## config.mk

```make
export PLATFORM = sky130hd
export DESIGN_NAME = source_byte_tokenizer
export DESIGN_NICKNAME = d
export VERILOG_FILES = /design/src/rtl/sbt_pkg.sv /design/src/rtl/source_byte_tokenizer.sv
export SDC_FILE = /design/constraint.sdc
export NUM_CORES = 1
export LEC_CHECK = 0
export ABC_AREA = 1
export BUFFER_PORTS_ARGS = -buffer_cell sky130_fd_sc_hd__clkbuf_2
export CORE_AREA = 4 4 214 216
export CTS_BUF_LIST = sky130_fd_sc_hd__clkbuf_4 sky130_fd_sc_hd__clkbuf_8
export CTS_CLUSTER_DIAMETER = 80
export DETAILED_ROUTE_END_ITERATION = 16
export DIE_AREA = 0 0 218 220
export GPL_ROUTABILITY_DRIVEN = 0
export PLACE_DENSITY = 0.67
export SLEW_MARGIN = 20
export SYNTH_ARGS = -nofsm -noshare
export SYNTH_HDL_FRONTEND = slang
export SYNTH_SLANG_ARGS = --single-unit
```

## constraint.sdc

```tcl
create_clock -name clk -period 3 [get_ports clk]
set_clock_uncertainty 0.05 [all_clocks]
set_input_delay 0.3 -clock clk [delete_from_list [all_inputs] [get_ports clk]]
set_output_delay 0.3 -clock clk [all_outputs]
set_load 0.02 [all_outputs]
```

## src/rtl/sbt_pkg.sv

```systemverilog
// Shared types, token codes and decode functions for the source byte tokenizer.
`timescale 1ns / 1ps
`default_nettype none
package sbt_pkg;

	localparam int NUMBER_BITS = 32;
	localparam int LINE_BITS   = 16;
	localparam int KW_BITS     = 40;
	localparam int FIFO_DEPTH  = 4;
	localparam int PTR_BITS    = $clog2(FIFO_DEPTH);
	localparam int CNT_BITS    = $clog2(FIFO_DEPTH + 1);

	localparam logic [4:0] KIND_PRINT  = 5'd0;
	localparam logic [4:0] KIND_LET    = 5'd1;
	localparam logic [4:0] KIND_IF     = 5'd2;
	localparam logic [4:0] KIND_WHILE  = 5'd3;
	localparam logic [4:0] KIND_FN     = 5'd4;
	localparam logic [4:0] KIND_RET    = 5'd5;
	localparam logic [4:0] KIND_IDENT  = 5'd6;
	localparam logic [4:0] KIND_NUMBER = 5'd7;
	localparam logic [4:0] KIND_SEMI   = 5'd8;
	localparam logic [4:0] KIND_QUOTE  = 5'd9;
	localparam logic [4:0] KIND_PLUS   = 5'd10;
	localparam logic [4:0] KIND_MINUS  = 5'd11;
	localparam logic [4:0] KIND_STAR   = 5'd12;
	localparam logic [4:0] KIND_SLASH  = 5'd13;
	localparam logic [4:0] KIND_EQ     = 5'd14;
	localparam logic [4:0] KIND_EQEQ   = 5'd15;
	localparam logic [4:0] KIND_LPAREN = 5'd16;
	localparam logic [4:0] KIND_RPAREN = 5'd17;
	localparam logic [4:0] KIND_COMMA  = 5'd18;
	localparam logic [4:0] KIND_LBRACK = 5'd19;
	localparam logic [4:0] KIND_RBRACK = 5'd20;
	localparam logic [4:0] KIND_AT     = 5'd21;
	localparam logic [4:0] KIND_ERROR  = 5'd22;

	localparam logic [7:0] CH_NL    = 8'h0A;
	localparam logic [7:0] CH_TAB   = 8'h09;
	localparam logic [7:0] CH_SPACE = 8'h20;
	localparam logic [7:0] CH_HASH  = 8'h23;
	localparam logic [7:0] CH_EQ    = 8'h3D;

	localparam logic [NUMBER_BITS-1:0] NUM_MAX  = '1;
	localparam logic [LINE_BITS-1:0]   LINE_MAX = '1;

	typedef struct packed {
		logic [7:0] source_byte;
		logic       end_of_input;
	} tok_in_t;

	typedef struct packed {
		logic [4:0]  token_kind;
		logic [31:0] number_value;
		logic [7:0]  name_length;
		logic [15:0] line_number;
		logic        last_of_run;
	} tok_out_t;

	typedef enum logic [5:0] {
		MODE_IDLE    = 6'b000001,
		MODE_NAME    = 6'b000010,
		MODE_NUM     = 6'b000100,
		MODE_EQ      = 6'b001000,
		MODE_COMMENT = 6'b010000,
		MODE_HALT    = 6'b100000
	} mode_t;

	function automatic logic is_letter(input logic [7:0] c);
		return (c >= 8'h61 && c <= 8'h7A) || (c >= 8'h41 && c <= 8'h5A);
	endfunction

	function automatic logic is_digit(input logic [7:0] c);
		return c >= 8'h30 && c <= 8'h39;
	endfunction

	// Single-character tokens; anything unlisted maps to the error kind.
	function automatic logic [4:0] punct_kind(input logic [7:0] c);
		logic [4:0] k;
		case (c)
			8'h3B:   k = KIND_SEMI;
			8'h27:   k = KIND_QUOTE;
			8'h2B:   k = KIND_PLUS;
			8'h2D:   k = KIND_MINUS;
			8'h2A:   k = KIND_STAR;
			8'h2F:   k = KIND_SLASH;
			8'h28:   k = KIND_LPAREN;
			8'h29:   k = KIND_RPAREN;
			8'h2C:   k = KIND_COMMA;
			8'h5B:   k = KIND_LBRACK;
			8'h5D:   k = KIND_RBRACK;
			8'h40:   k = KIND_AT;
			default: k = KIND_ERROR;
		endcase
		return k;
	endfunction

	function automatic logic [4:0] name_kind(input logic [KW_BITS-1:0] kw,
			input logic [7:0] len);
		logic [4:0] k;
		k = KIND_IDENT;
		if (len == 8'd5 && kw == 40'h7072696E74) k = KIND_PRINT;
		else if (len == 8'd3 && kw == 40'h00006C6574) k = KIND_LET;
		else if (len == 8'd2 && kw == 40'h0000006966) k = KIND_IF;
		else if (len == 8'd5 && kw == 40'h7768696C65) k = KIND_WHILE;
		else if (len == 8'd2 && kw == 40'h000000666E) k = KIND_FN;
		else if (len == 8'd3 && kw == 40'h0000726574) k = KIND_RET;
		return k;
	endfunction

	// acc * 10 + digit, sticking at all ones on overflow.
	function automatic logic [NUMBER_BITS-1:0] add_digit(
			input logic [NUMBER_BITS-1:0] acc, input logic [7:0] c);
		logic [NUMBER_BITS+3:0] w;
		logic [3:0]             d;
		d = 4'(c - 8'h30);
		w = {1'b0, acc, 3'b000} + {3'b000, acc, 1'b0} + {{NUMBER_BITS{1'b0}}, d};
		return (w[NUMBER_BITS+3:NUMBER_BITS] != 4'd0) ? NUM_MAX : w[NUMBER_BITS-1:0];
	endfunction

endpackage
`default_nettype wire

```

## src/rtl/source_byte_tokenizer.sv

```systemverilog
// Source byte tokenizer: one-byte-per-cycle scanner gated by in_ready, with a small result queue.
// Tokens from a byte enter the result queue as the byte is taken and drain while out_ready is high.
// Throughput: one byte per cycle while in_ready is high; a byte can yield two tokens, which drain
// from a four-entry queue at one per cycle, and in_ready drops while fewer than two slots are free.
// Reset: arst_n clears the scan mode to idle, the queue to empty and the line counter to one.
`timescale 1ns / 1ps
`default_nettype none
module source_byte_tokenizer (
	input  wire                   clk,
	input  wire                   arst_n,
	input  wire                   in_valid,
	output logic                  in_ready,
	input  sbt_pkg::tok_in_t      in_data,
	output logic                  out_valid,
	input  wire                   out_ready,
	output sbt_pkg::tok_out_t     out_data
);
	import sbt_pkg::*;

	mode_t                  mode_q, mode_d;
	logic [KW_BITS-1:0]     kw_q, kw_d;
	logic [7:0]             run_q, run_d;
	logic [NUMBER_BITS-1:0] acc_q, acc_d;
	logic [LINE_BITS-1:0]   line_q, line_d;

	tok_out_t               fifo_q [FIFO_DEPTH];
	logic [PTR_BITS-1:0]    wr_ptr_q, rd_ptr_q;
	logic [CNT_BITS-1:0]    count_q;

	tok_out_t               tok0, tok1, flush_tok, char_tok;
	logic                   flush_vld, char_vld;
	logic [1:0]             push_n;
	logic                   accept, pop;
	logic [7:0]             c;

	assign accept    = in_valid && in_ready;
	assign out_valid = count_q != '0;
	assign pop       = out_valid && out_ready;
	assign in_ready  = count_q <= CNT_BITS'(FIFO_DEPTH - 2);
	assign out_data  = fifo_q[rd_ptr_q];
	assign c         = in_data.source_byte;

	// pending token that a delimiter or end of input would close
	always_comb begin
		flush_tok             = '0;
		flush_tok.line_number = line_q;
		flush_vld             = 1'b1;
		unique case (mode_q)
			MODE_NAME: begin
				flush_tok.token_kind  = name_kind(kw_q, run_q);
				flush_tok.name_length = run_q;
			end
			MODE_NUM: begin
				flush_tok.token_kind   = KIND_NUMBER;
				flush_tok.number_value = acc_q;
			end
			MODE_EQ: flush_tok.token_kind = KIND_EQ;
			default: flush_vld = 1'b0;
		endcase
	end

	always_comb begin
		mode_d   = mode_q;
		kw_d     = kw_q;
		run_d    = run_q;
		acc_d    = acc_q;
		line_d   = line_q;
		char_tok = '0;
		char_tok.line_number = line_q;
		char_vld = 1'b0;
		tok0     = flush_tok;
		tok1     = '0;
		push_n   = 2'd0;

		if (mode_q == MODE_HALT) begin
			push_n = 2'd0;
		end else if (in_data.end_of_input) begin
			mode_d = MODE_IDLE;
			push_n = {1'b0, flush_vld};
		end else if (mode_q == MODE_COMMENT) begin
			if (c == CH_NL) begin
				if (line_q != LINE_MAX) line_d = line_q + 1'b1;
				mode_d = MODE_IDLE;
			end
		end else if (mode_q == MODE_NAME && is_letter(c)) begin
			if (run_q < 8'd5) kw_d = {kw_q[KW_BITS-9:0], c};
			if (run_q != 8'hFF) run_d = run_q + 1'b1;
		end else if (mode_q == MODE_NUM && is_digit(c)) begin
			acc_d = add_digit(acc_q, c);
		end else if (mode_q == MODE_EQ && c == CH_EQ) begin
			tok0.token_kind = KIND_EQEQ;
			mode_d = MODE_IDLE;
			push_n = 2'd1;
		end else begin
			// close the pending token, then handle the delimiter itself
			mode_d = MODE_IDLE;
			if (c == CH_NL) begin
				if (line_q != LINE_MAX) line_d = line_q + 1'b1;
			end else if (c == CH_SPACE || c == CH_TAB) begin
				mode_d = MODE_IDLE;
			end else if (c == CH_HASH) begin
				mode_d = MODE_COMMENT;
			end else if (is_letter(c)) begin
				mode_d = MODE_NAME;
				kw_d   = {{(KW_BITS-8){1'b0}}, c};
				run_d  = 8'd1;
			end else if (is_digit(c)) begin
				mode_d = MODE_NUM;
				acc_d  = add_digit('0, c);
			end else if (c == CH_EQ) begin
				mode_d = MODE_EQ;
			end else begin
				char_vld            = 1'b1;
				char_tok.token_kind = punct_kind(c);
				if (char_tok.token_kind == KIND_ERROR) mode_d = MODE_HALT;
			end
			if (flush_vld) begin
				tok1   = char_tok;
				push_n = {char_vld, ~char_vld};
			end else begin
				tok0   = char_tok;
				push_n = {1'b0, char_vld};
			end
		end
		tok0.last_of_run = push_n == 2'd1;
		tok1.last_of_run = 1'b1;
	end

	always_ff @(posedge clk or negedge arst_n) begin
		if (!arst_n) begin
			mode_q <= MODE_IDLE;
			kw_q   <= '0;
			run_q  <= '0;
			acc_q  <= '0;
			line_q <= LINE_BITS'(1);
		end else if (accept) begin
			mode_q <= mode_d;
			kw_q   <= kw_d;
			run_q  <= run_d;
			acc_q  <= acc_d;
			line_q <= line_d;
		end
	end

	always_ff @(posedge clk or negedge arst_n) begin
		if (!arst_n) begin
			wr_ptr_q <= '0;
			rd_ptr_q <= '0;
			count_q  <= '0;
		end else begin
			if (accept) wr_ptr_q <= wr_ptr_q + PTR_BITS'(push_n);
			if (pop) rd_ptr_q <= rd_ptr_q + 1'b1;
			count_q <= count_q + (accept ? CNT_BITS'(push_n) : '0) - CNT_BITS'(pop);
		end
	end

	// queue entries carry no reset
	always_ff @(posedge clk) begin
		if (accept && push_n != 2'd0) fifo_q[wr_ptr_q] <= tok0;
		if (accept && push_n == 2'd2) fifo_q[wr_ptr_q + 1'b1] <= tok1;
	end

`ifndef SYNTHESIS
	a_count_bound: assert property (@(posedge clk) disable iff (!arst_n)
		count_q <= CNT_BITS'(FIFO_DEPTH))
		else $error("result queue overfilled");

	a_halt_silent: assert property (@(posedge clk) disable iff (!arst_n)
		mode_q == MODE_HALT |-> push_n == 2'd0)
		else $error("token produced while halted");

	a_halt_sticky: assert property (@(posedge clk) disable iff (!arst_n)
		mode_q == MODE_HALT |=> mode_q == MODE_HALT)
		else $error("left halted mode without reset");

	a_line_monotonic: assert property (@(posedge clk) disable iff (!arst_n)
		1'b1 |=> line_q >= $past(line_q))
		else $error("line counter went backward");
`endif

endmodule
`default_nettype wire

```

==> flow_metrics.env, run 1 <==
export IMPL_area_delta_synth_final_pct=15.61
export IMPL_synth_cell_types=50
export IMPL_synth_top_family_by_area="simple AND/OR/NAND/NOR gates"
export IMPL_cap_violations=0
export IMPL_antenna_found_initial=0
export IMPL_grt_pass1_vias=18520
export IMPL_drive_above_1_share=0.1297
export IMPL_fin_cells=3823
export IMPL_fin_nets=3268
export IMPL_criticalPathCategory="reg2reg"
export IMPL_max_slew_margin_rel=0.3912
export IMPL_synth_top_area_share=0.1568
export IMPL_yosys_top_cells_count="nand2_1 (855), nor2_1 (583), inv_1 (377)"
export IMPL_hold_class="in2reg"
export IMPL_num_vias=19680
export IMPL_grt_max_degree=87
export IMPL_drt_pre_antenna_iters=8
export IMPL_cts_sinks=357
export IMPL_placed_area_um2=22380
export IMPL_routed_wl_um=59330
export IMPL_ys_top_cells_by_area="dfxtp_1 (16%), nand2_1 (15%), dfrtp_1 (13%)"
export IMPL_max_freq_ghz=0.3443
export IMPL_synth_xor_xnor_area_share=0.01589
export IMPL_cts_buffer_depth=3
export IMPL_synth_compound_area_frac=0.09907
export IMPL_worst_pin_slew_ns=0.9132
export IMPL_ys_seq_area_frac=0.4076
export IMPL_finalSetupViolCount=0
export IMPL_die_area_um2=47960
export IMPL_required_ns=3.47
export IMPL_fillers=4220
export IMPL_grt_pass1_wl_um=95170
export IMPL_rsz0062_at_grt="true"
export IMPL_fin_crit_ns=2.904
export IMPL_drcViolationCount=0
export IMPL_power_switching_mw=8.350
export IMPL_p_seq_frac=0.357
export IMPL_place_hpwl_um=40180
export IMPL_drt_initial_drc_count=1841
export IMPL_numCtsBuffers=60
export IMPL_tritoncts="yes"
export IMPL_clockPowerShare=0.241
export IMPL_path_clk_slew_ns=0.06
export IMPL_combPwrFrac=0.402
export IMPL_power_density_nw_per_um2=846.7
export IMPL_dieWidth_um=218
export IMPL_synth_area_um2=20940
export IMPL_vias_per_cell=5.147
export IMPL_yosysWarningCount=0
export IMPL_clockRootBuffer="clkbuf_8"
export IMPL_synth_most_common_cell="nand2_1"
export IMPL_design_area_um2=24210
export IMPL_crit_path_end_kind="flop"
export IMPL_grt_overflow_total=0
export IMPL_arrival_ns=3.38
export IMPL_start_util=0.4766
export IMPL_core_area_um2=43930
export IMPL_internal_power_mw=12.15
export IMPL_cp_max_fo=9
export IMPL_synth_area_leader_cell="dfxtp_1"
export IMPL_hold_ws_ns=0.04046
export IMPL_diodes=0
export IMPL_ant_nets=0
export IMPL_yosys_most_used_dff="dfxtp_1"
export IMPL_die_y_um=220
export IMPL_status="finished, final reports clean"
export IMPL_crit_path_start_kind="flop"
export IMPL_htreeDepth=2
export IMPL_avgSynthCellArea_um2=6.830
export IMPL_finalHoldViolations=0
export IMPL_grt_use_total=0.2418
export IMPL_placed_cells_incl_taps=3700
export IMPL_swShare=0.4074
export IMPL_wl_per_cell_um=15.52
export IMPL_drv_slew=0
export IMPL_ir_worst_vdd_v=0.0004753
export IMPL_synth_net_count=3155
export IMPL_ys_async_sr_fraction=0.3053
export IMPL_io_pins=77
export IMPL_synth_adder_area_share=0.04649
export IMPL_synth_simple_area_share=0.3295
export IMPL_clkLatencyLatePin_ns=0.64
export IMPL_power_leakage_nw=13.39
export IMPL_row_count=77
export IMPL_synth_cells=3066
export IMPL_ys_ff_latch=357
export IMPL_synth_edf_count=84
export IMPL_numPortBuffers=76
export IMPL_period_share=0.9681
export IMPL_synthMuxAreaShare=0
[final timing paths]
check	startpoint	endpoint	slack, ns	cells after the start
setup reg to reg	acc_q[2]$_DFFE_PN0P_	acc_q[22]$_DFFE_PN0P_	0.1	18
hold reg to reg	fifo_q[1][0]$_SDFFE_PP1N_	fifo_q[1][0]$_SDFFE_PP1N_	0.42	2
setup / recovery	acc_q[2]$_DFFE_PN0P_	acc_q[22]$_DFFE_PN0P_	0.1	18
min in group asynchronous	arst_n	kw_q[33]$_DFFE_PN0P_	0.31	2
hold / removal	in_data[3]	kw_q[2]$_DFFE_PN0P_	0.04	3
max in group asynchronous	arst_n	acc_q[20]$_DFFE_PN0P_	1.83	3
[per-stage QoR]
step / setup WS, ns / power (mW) / setup TNS, ns / utilization
after detailed placement: -0.1677 / 15.54 / -4.885 / 0.5094
after global routing: -0.03942 / 22.04 / -0.3061 / 0.5511
final: 0.09575 / 20.50 / 0 / 0.5511
after global placement: -0.1471 / 15.30 / -2.714 / 0.5094
after CTS: 0.01357 / 20.56 / 0 / 0.5423
after floorplan: 0.01944 / 12.95 / 0 / -
[worst max-delay path, cell delays in order (launching register included)]
cell and delay, ns:
dfrtp_1 0.40, buf_4 0.18, ha_1 0.23, ha_1 0.38
nand2_1 0.10, nor2_1 0.12, nand3_1 0.10, nand2_2 0.12
nand2_1 0.08, nand2_2 0.11, nand2_2 0.08, buf_4 0.14
nand3_1 0.06, nand2_1 0.07, nor2_2 0.14, nand2_2 0.09
nand2_4 0.13, clkbuf_16 0.18, nand3_1 0.07
[layout make-up]
class | count | area, um2 | share of cell area
clock buffers | 102 | 1229 | 0.05075
clock inverters | 12 | 173.9 | 0.007184
inverters | 393 | 1488 | 0.06145
multi-input cells | 2183 | 10580 | 0.4371
flip-flops and latches | 357 | 8544 | 0.3529
well taps | 592 | 740.7 | 0.03060
repair buffers | 184 | 1453 | 0.06000
[layer usage]
metal,GRT usage,part of all wire,vias up
li1,-,-,9846
met1,0.3389,0.45,9071
met2,0.3961,0.46,660
met3,0.03282,0.068,101
met4,0.06404,0.020,0
met5,0,0,-
[cells by family (layout without fill, tap and decap cells)]
group,Yosys count,after routing
simple gates,1676,1676
buf+inv,526,691
compound gates,393,393
flops,357,357
fa+ha+maj,76,76
xor+xnor,38,38
[repair_timing]
item	CTS	global route
cloned	0	2
gates resized for setup	5	65
hold buffers	3	0
hold endpoints to repair	69	0
setup buffers	0	4
pin swaps	0	8
setup endpoints to repair	27	261
[registers in the layout, summed over array words and instances (netlist names)]
signal / flops
acc_q: 32
count_q: 3
fifo_q: 248
kw_q: 40
line_q: 16
mode_q: 6
rd_ptr_q: 2
run_q: 8
wr_ptr_q: 2
[placed cells by master (no fill, tap or decap), types with 25 or more instances in the layout]
| cell type | n |
|---|---|
| ha_1 | 58 |
| xor2_1 | 25 |
| o21ai_0 | 151 |
| edfxtp_1 | 84 |
| dfrtp_1 | 100 |
| clkbuf_2 | 74 |
| nand4_1 | 30 |
| nor3_1 | 26 |
| nor2_1 | 573 |
| nand2_1 | 841 |
| a21oi_1 | 181 |
| clkbuf_4 | 29 |
| buf_4 | 83 |
| clkbuf_8 | 74 |
| dfxtp_1 | 164 |
| nand3_1 | 117 |
| inv_1 | 375 |
[power by group through the flow]
stage                     logic (mW)  clock network (mW)  registers (mW)
after detailed placement        8.16                   0            7.38
after global placement          7.98                   0            7.32
final                           8.24                4.95            7.31
after CTS                       8.23                5.04            7.29
after floorplan                 5.78                   0            7.17
after global routing            9.29                5.28            7.47
Power figures use the tool's default switching activity.
==> run 2: changes to the inputs <==
--- a/config.mk
+++ b/config.mk
@@ -5,15 +5,15 @@
 export SDC_FILE = /design/constraint.sdc
 export NUM_CORES = 1
 export LEC_CHECK = 0
-export ABC_AREA = 1
 export BUFFER_PORTS_ARGS = -buffer_cell sky130_fd_sc_hd__clkbuf_2
-export CORE_AREA = 4 4 214 216
+export CORE_AREA = 4 4 200 202
 export CTS_BUF_LIST = sky130_fd_sc_hd__clkbuf_4 sky130_fd_sc_hd__clkbuf_8
 export CTS_CLUSTER_DIAMETER = 80
 export DETAILED_ROUTE_END_ITERATION = 16
-export DIE_AREA = 0 0 218 220
+export DIE_AREA = 0 0 204 206
 export GPL_ROUTABILITY_DRIVEN = 0
 export PLACE_DENSITY = 0.67
+export SETUP_SLACK_MARGIN = 0.2
 export SLEW_MARGIN = 20
 export SYNTH_ARGS = -nofsm -noshare
 export SYNTH_HDL_FRONTEND = slang
==> flow_metrics.env, run 2 <==
export IMPL_dieWidth_um=204
export IMPL_clockRootBuffer="clkbuf_8"
export IMPL_r2r_slack_ns=-0.62
export IMPL_top_regs="fifo_q: 248 flops, kw_q: 40 flops, acc_q: 32 flops"
export IMPL_finalHoldViolations=0
export IMPL_fillers=2315
export IMPL_cap_violations=0
export IMPL_synth_top_area_share=0.1803
export IMPL_final_common_cell="buf_4"
export IMPL_required_ns=3.48
export IMPL_cts_sinks=357
export IMPL_crit_path_start_kind="flop"
export IMPL_tritoncts="yes"
export IMPL_combPwrFrac=0.285
export IMPL_avgSynthCellArea_um2=10.08
export IMPL_cts_buffer_depth=3
export IMPL_final_util=0.7263
export IMPL_drt_pre_antenna_iters=6
export IMPL_worst_pin_slew_ns=0.9897
export IMPL_worst_path_buf_inv=1
export IMPL_ys_seq_area_frac=0.4688
export IMPL_fin_cells=2797
export IMPL_grt_pass1_vias=17740
export IMPL_clkLatencyLatePin_ns=0.65
export IMPL_numPortBuffers=76
export IMPL_hold_class="in2async"
export IMPL_ys_async_sr_fraction=0.3053
export IMPL_critPathMostFrequentCell="ha_1"
export IMPL_numCtsBuffers=59
export IMPL_cp_slowest_cell="dfrtp_1"
export IMPL_crit_chain="ha_1 -> ha_1 -> o21ai_0 -> a2111oi_1 -> a22o_1 -> o2111a_1 -> or3_1 -> nand4_1 -> o31a_2 -> buf_12 -> a221o_1"
export IMPL_yosysWarningCount=0
export IMPL_max_slew_margin_rel=0.3343
export IMPL_reg2reg_from="acc_q[8]$_DFFE_PN0P_"
export IMPL_io_pins=77
export IMPL_grt_overflow_total=0
export IMPL_cp_max_fo=22
export IMPL_routed_wl_um=74850
export IMPL_drcViolationCount=0
export IMPL_status="finished, violations left"
export IMPL_internal_power_mw=9.942
export IMPL_yosys_top_cells_count="o21ai_0 (202), nand2_1 (195), nand3_1 (185)"
export IMPL_path_depth=11
export IMPL_violations="negative setup slack"
export IMPL_num_vias=18270
export IMPL_r2r_cells=11
export IMPL_ant_nets=0
export IMPL_core_area_um2=38290
export IMPL_critPathLaunch="acc_q[8]$_DFFE_PN0P_"
export IMPL_vias_per_cell=6.532
export IMPL_drt_initial_drc_count=2328
export IMPL_row_count=72
export IMPL_fin_nets=2321
export IMPL_wl_per_cell_um=26.76
export IMPL_ys_ff_latch=357
export IMPL_ir_worst_vdd_v=0.0004201
export IMPL_largest_register="fifo_q"
export IMPL_pre_cts_slack_ns=-0.6756
export IMPL_period_share=1.207
export IMPL_synth_area_leader_cell="dfxtp_1"
export IMPL_max_freq_ghz=0.2762
export IMPL_grt_use_total=0.3054
export IMPL_path_clk_slew_ns=0.06
export IMPL_arrival_ns=4.10
export IMPL_cp_endpoint="acc_q[22]$_DFFE_PN0P_"
export IMPL_start_util=0.4756
export IMPL_place_hpwl_um=36790
export IMPL_synth_cell_types=79
export IMPL_power_density_nw_per_um2=533.4
export IMPL_power_leakage_nw=11.11
export IMPL_synth_net_count=1895
export IMPL_synth_most_common_cell="o21ai_0"
export IMPL_die_area_um2=42020
export IMPL_worst_slack_ns=-0.6201
export IMPL_htreeDepth=2
export IMPL_p_seq_frac=0.377
export IMPL_diodes=0
export IMPL_yosys_most_used_dff="dfxtp_1"
export IMPL_synth_area_um2=18210
export IMPL_area_delta_synth_final_pct=52.71
export IMPL_drv_slew=0
export IMPL_timing_rr_end="acc_q[22]$_DFFE_PN0P_"
export IMPL_rsz0062_at_grt="true"
export IMPL_crit_path_end_kind="flop"
export IMPL_synth_cells=1806
export IMPL_drive_above_1_share=0.4651
export IMPL_final_cell_mix="buf_4 (262), nand2_1 (182), dfxtp_1 (164), nand3_2 (118), dfrtp_1 (104)"
export IMPL_max_stage_delay_ns=0.53
export IMPL_clockPowerShare=0.338
export IMPL_synth_edf_count=84
export IMPL_criticalPathCategory="reg2reg"
export IMPL_power_switching_mw=4.890
export IMPL_antenna_found_initial=0
export IMPL_hold_ws_ns=0.04905
export IMPL_grt_max_degree=58
export IMPL_placed_cells_incl_taps=2553
export IMPL_largest_reg_flops=248
export IMPL_finalSetupViolCount=363
export IMPL_grt_pass1_wl_um=101800
export IMPL_ys_top_cells_by_area="dfxtp_1 (18%), dfrtp_1 (15%), edfxtp_1 (14%)"
export IMPL_fin_crit_ns=3.620
export IMPL_die_y_um=206
export IMPL_swShare=0.3297
export IMPL_path_delay_family="compound AO/OA/AOI/OAI gates"
-- run 2: metrics by stage --
step	cell area, um2	setup TNS [ns]	power (mW)
floorplan	19510	-120.36	7.668
global placement	22300	-138.50	8.878
detailed placement	22300	-155.33	8.945
CTS	26420	-54.72	14.25
global route	27810	-115.71	15.26
finish	27810	-84.93	14.83
-- run 2: final cells by class --
type | count | area [um2] | area share
multi-input cells | 1306 | 11860 | 0.4264
flip-flops and latches | 357 | 8544 | 0.3073
repair buffers | 486 | 5314 | 0.1911
clock buffers | 92 | 1147 | 0.04126
well taps | 518 | 648.1 | 0.02331
clock inverters | 16 | 214.0 | 0.007694
inverters | 22 | 82.58 | 0.002970
-- run 2: power by group through the flow --
stage	combinational, mW	sequential (mW)	clock, mW
final	4.22	5.59	5.02
after global routing	4.40	5.64	5.23
after CTS	3.79	5.57	4.89
after detailed placement	3.23	5.71	0
after global placement	3.18	5.70	0
after floorplan	2.27	5.40	0
-- run 2: per-layer routing --
layer | global-route usage | vias to the layer above | wire, um
li1 | - | 7670 | -
met1 | 0.4047 | 8905 | 27580
met2 | 0.5042 | 1290 | 34710
met3 | 0.05727 | 406 | 7878
met4 | 0.1132 | 0 | 4683
met5 | 0 | - | 0
-- run 2: how the worst min path moves through the flow --
stage / startpoint / cells after the start / slack [ns] / end
5_1_grt: arst_n / 2 / 0.07 / kw_q[31]$_DFFE_PN0P_
4_1_cts: arst_n / 2 / 0.02 / kw_q[19]$_DFFE_PN0P_
3_5_place_dp: arst_n / 1 / 0.18 / kw_q[39]$_DFFE_PN0P_
2_1_floorplan: arst_n / 0 / -0.05 / acc_q[0]$_DFFE_PN0P_
6_report: arst_n / 2 / 0.05 / kw_q[31]$_DFFE_PN0P_
3_3_place_gp: arst_n / 1 / 0.17 / kw_q[15]$_DFFE_PN0P_
-- run 2: cells by family (layout without fill, tap and decap cells) --
group                    Yosys count  in the layout  synth area share
AND/OR/NAND/NOR                  666            678            0.1853
buffers and inverters            155            616           0.03525
XOR/XNOR                          53             53           0.02549
flip-flops                       357            357            0.4688
adder cells (fa/ha/maj)           76             76           0.05346
AO/OA/AOI/OAI                    425            425            0.1480
multiplexers                      74             74           0.08369
-- run 2: what timing repair did --
item                                    in CTS  in global routing
pin swaps                                   54                 41
endpoints found under the setup margin     396                385
hold buffers                                 2                  0
gates cloned                                44                  5
hold endpoints to repair                   108                  0
resized for setup                          212                216
buffers inserted                            64                 21
